--- config.mk ---
export PLATFORM = sky130hd
export DESIGN_NAME = vns_step
export DESIGN_NICKNAME = d
export VERILOG_FILES = /design/src/sv/vns_pkg.sv /design/src/sv/vns_step.sv
export SDC_FILE = /design/constraint.sdc
export NUM_CORES = 2
export LEC_CHECK = 0
export BUFFER_PORTS_ARGS = -buffer_cell sky130_fd_sc_hd__buf_2
export CAP_MARGIN = 10
export CORE_AREA = 5 5 750 752
export CTS_BUF_LIST = sky130_fd_sc_hd__clkbuf_8
export DETAILED_ROUTE_END_ITERATION = 10
export DIE_AREA = 0 0 755 757
export GPL_ROUTABILITY_DRIVEN = 0
export SYNTH_ARGS = -nofsm -noshare
export SYNTH_HDL_FRONTEND = slang
export SYNTH_SLANG_ARGS = --single-unit
export TNS_END_PERCENT = 20
--- constraint.sdc ---
create_clock -name i_clk -period 15.6 [get_ports i_clk]
set_input_delay 0.78 -clock i_clk [delete_from_list [all_inputs] [get_ports i_clk]]
set_output_delay 0.78 -clock i_clk [all_outputs]
set_load 0.02 [all_outputs]
--- src/sv/vns_pkg.sv ---
`timescale 1ns / 1ps
// ----------------------------------------------------------------------------
// vns_pkg
// Shared types for the vector normalize/scale pipeline.
// ----------------------------------------------------------------------------
package vns_pkg;

    localparam int unsigned NUM_LANES = 3;

    // Control that travels alongside each vector through the pipeline.
    typedef struct packed {
        logic                 valid;
        logic                 zero;
        logic [NUM_LANES-1:0] rneg;
    } t_ctl;

endpackage

--- src/sv/vns_step.sv ---
`timescale 1ns / 1ps
// ----------------------------------------------------------------------------
// vns_step
// One quotient bit per stage: keeps E = P^2 - q^2*S and F = q*S per lane.
// ----------------------------------------------------------------------------
module vns_step #(
    parameter int unsigned W  = 32,
    parameter int unsigned K  = 0,
    parameter int unsigned SW = 2 * W + 2,
    parameter int unsigned EW = 4 * W + 4
) (
    input  logic               i_clk,
    input  logic               i_rst_n,
    input  vns_pkg::t_ctl      i_ctl,
    input  logic [SW-1:0]      i_sum,
    input  logic [2:0][EW-1:0] i_rem,
    input  logic [2:0][EW-1:0] i_acc,
    input  logic [2:0][W-1:0]  i_q,
    output vns_pkg::t_ctl      o_ctl,
    output logic [SW-1:0]      o_sum,
    output logic [2:0][EW-1:0] o_rem,
    output logic [2:0][EW-1:0] o_acc,
    output logic [2:0][W-1:0]  o_q
);

    logic [EW-1:0]      sum_w;
    logic [2:0][EW-1:0] delta;
    vns_pkg::t_ctl      r_ctl;
    logic [SW-1:0]      r_sum;
    logic [2:0][EW-1:0] r_rem;
    logic [2:0][EW-1:0] r_acc;
    logic [2:0][W-1:0]  r_q;

    assign sum_w = EW'(i_sum);

    always_comb begin
        for (int i = 0; i < 3; i++) begin
            // (q + 2^K)^2 S - q^2 S
            delta[i] = (i_acc[i] << (K + 1)) + (sum_w << (2 * K));
        end
    end

    always_ff @(posedge i_clk) begin
        if (!i_rst_n) begin
            r_ctl <= '0;
        end else begin
            r_ctl <= i_ctl;
        end
    end

    always_ff @(posedge i_clk) begin
        r_sum <= i_sum;
        for (int i = 0; i < 3; i++) begin
            if (delta[i] <= i_rem[i]) begin
                r_rem[i] <= i_rem[i] - delta[i];
                r_acc[i] <= i_acc[i] + (sum_w << K);
                r_q[i]   <= i_q[i] | (W'(1) << K);
            end else begin
                r_rem[i] <= i_rem[i];
                r_acc[i] <= i_acc[i];
                r_q[i]   <= i_q[i];
            end
        end
    end

    assign o_ctl = r_ctl;
    assign o_sum = r_sum;
    assign o_rem = r_rem;
    assign o_acc = r_acc;
    assign o_q   = r_q;

endmodule

==> metrics <==
Post-synth EDFFs=0; setup_tns=0 ns; Post-DP Area=0.0991 sq mm; Buf/Inv on CP=4; H-tree depth=4; RSZ-0062 raised after global routing=false; Num Clock Sinks=959; global-route wire length before repair=878,000 microns; clock tree buffer depth=4; fin. max-slew vios=3; Max transition margin=-8.26%; WP data arrival=12.01 ns; number of global-route vias before repair=95,600; GRT overflow=0; # rows=274; Syn-to-layout area delta=38.8%; CTS tree=yes; Post-CTS Setup Bufs=0; crit end category=register; Final #Nets=15,400; CP startpoint kind=input port; detailed router's first-iteration violation count=13,100; dpl hpwl=589,000 microns; register bit total from synthesis=959; PwrDens=113 mW/mm^2; DIE AREA=0.572 sq mm; peak supply drop=0.0721 mV; number of nets with antenna violations after routing=0; CP Data Required Time=16.60 ns; Max FO, Critical Path=86; Leakage Power=0.0484 uW; Yosys cell types=93; synthesized instance count=11,000; fin crit period=11.02 ns; Synth Flop Type=dfxtp_1; filler instances=62,300; syn_area_per_cell=7.40 sq um; cts bufs inserted=207; min-delay src=i_sum[54]; Setup-failing EPs final=0; final instance area=0.113 sq mm; antenna violations before repair=318; vias per inst=4.79; DR WL/cell=32.3 microns; commonest non-fill, non-tap cell in the layout=buf_2; CP top delay family=compound AO/OA/AOI/OAI gates; fmax=90.8 MHz; Worst Setup SP=i_sum[8]; failing checks=design-rule violations, max-capacitance violations, max-slew violations; Max Cap Viol=1; worst setup margin=4.58 ns; WL final=685,000 microns; # DRC=6; Mapped Nets=12,800; CTS Root Cell=clkbuf_8; slew of the pin with the lowest slew margin=1.61 ns; first-pass iteration count of the detailed router=11; core area=0.555 sq mm; yosys warns=0; dpl ws=4.33 ns; Hold WS=0.154 ns; final hold violation count=0; min-delay worst type=input port to register; status=finished with violations; commonest cells after routing, fill and taps aside=buf_2, a21oi_1, nand2_1, nor2_1, dfxtp_1; # IOs=1,920; DR vias=102,000; crit path to=o_acc[127]$_DFF_P_; Async SR Flop Fraction=0%; Setup CP Type=input port to register; gr usage total=22.6%; Starting Density=14.7%; clock slew at reported path FFs=0.07 ns; sequential share of the synthesized area=23.6%; final worst path period share=70.6%; die span in x=755 microns; layout cells sized above 1=18.1%; slowest cell delay on critical path=1.06 ns; IO Port Bufs=1,919; WP depth=30; critical path's slowest cell=a41o_1; DIE HEIGHT=757 microns; Post-Syn Area=0.0815 sq mm; largest net degree at the start of global routing=211
-- area by class of cell --
type	count	area, sq um	share of cell area, %
clock inverter	136	1460	1.29
timing repair buffer	2908	19300	17.0
tap	7314	9150	8.09
multi-input combinational	9220	59200	52.3
sequential	959	19200	17.0
antenna	134	335	0.296
inverter	310	1160	1.03
clock buffer	242	3330	2.94
-- metrics by stage --
step	total power, uW	std cells	utilization, %
5_1_grt	13400	21200	20.3
6_report	12800	21200	20.4
2_1_floorplan	6300	11000	-
4_1_cts	12900	21100	20.3
3_5_place_dp	9060	19800	17.9
3_3_place_gp	9050	19800	17.9
-- what timing repair did --
item / CTS / global route
hold buffers: 885 / 0
gates resized for setup: 0 / 0
setup endpoints to repair: 0 / 0
endpoints found under the hold margin: 875 / 0
-- sequential cells by signal, summed over array words and instances, names as in the netlist --
register  count
o_rem       396
o_acc       396
o_sum        66
o_ctl         5
o_q          96
-- report_power, final --
| group | total [uW] | switching [uW] | internal, uW |
|---|---|---|---|
| registers | 3090 | 234 | 2850 |
| logic | 6260 | 4350 | 1910 |
| clock network | 3420 | 1540 | 1880 |
-- cell families after synthesis --
group                    Yosys count  synth area share, %
adder cells (fa/ha/maj)          798                 12.3
multiplexers                      17                0.232
buffers and inverters            831                 3.91
AO/OA/AOI/OAI                   3532                 26.3
XOR/XNOR                        1151                 12.4
AND/OR/NAND/NOR                 3722                 21.3
flip-flops                       959                 23.6
-- routing by layer --
metal | GRT usage (%) | up-vias | routed length [microns]
met3 | 8.96 | 2072 | 80000
met5 | 0.309 | - | 1670
li1 | - | 45000 | -
met2 | 34.6 | 7004 | 288000
met4 | 16.7 | 198 | 64300
met1 | 25.3 | 47500 | 251000
-- cells in the mapped netlist, drive strengths merged (46+ instances only) --
| cell | instances | share of area, % |
|---|---|---|
| o21ai | 810 | 5.0 |
| inv | 310 | 1.4 |
| xor2 | 460 | 4.9 |
| nor2b | 92 | 0.71 |
| or2 | 46 | 0.35 |
| nand2 | 1198 | 5.5 |
| and3 | 117 | 0.90 |
| or3 | 61 | 0.47 |
| a31oi | 88 | 0.68 |
| nor4 | 84 | 0.64 |
| a211oi | 60 | 0.55 |
| clkbuf | 469 | 2.2 |
| dfxtp | 959 | 24 |
| nor3 | 242 | 1.5 |
| buf | 52 | 0.31 |
| o21a | 81 | 0.75 |
| a21oi | 1356 | 8.3 |
| nand2b | 75 | 0.58 |
| nand3 | 248 | 1.5 |
| nor2 | 1035 | 4.8 |
| nand4 | 354 | 2.7 |
| a21o | 501 | 4.6 |
| and2 | 61 | 0.47 |
| a21boi | 48 | 0.45 |
| o21bai | 232 | 2.1 |
| o31ai | 61 | 0.60 |
| xnor2 | 691 | 7.4 |
| ha | 789 | 12 |
-- how the worst min path moves through the flow --
stage                         end  slack, ns  depth (start not counted)
6_report        o_sum[54]$_DFF_P_       0.15                          2
5_1_grt        o_rem[243]$_DFF_P_       0.01                          3
4_1_cts        o_rem[392]$_DFF_P_      0.001                          3
3_5_place_dp      o_q[61]$_DFF_P_       0.88                          1
3_3_place_gp       o_q[7]$_DFF_P_       0.88                          1
2_1_floorplan     o_q[10]$_DFF_P_       0.81                          0
No activity file was read; power rests on OpenSTA's default activity.
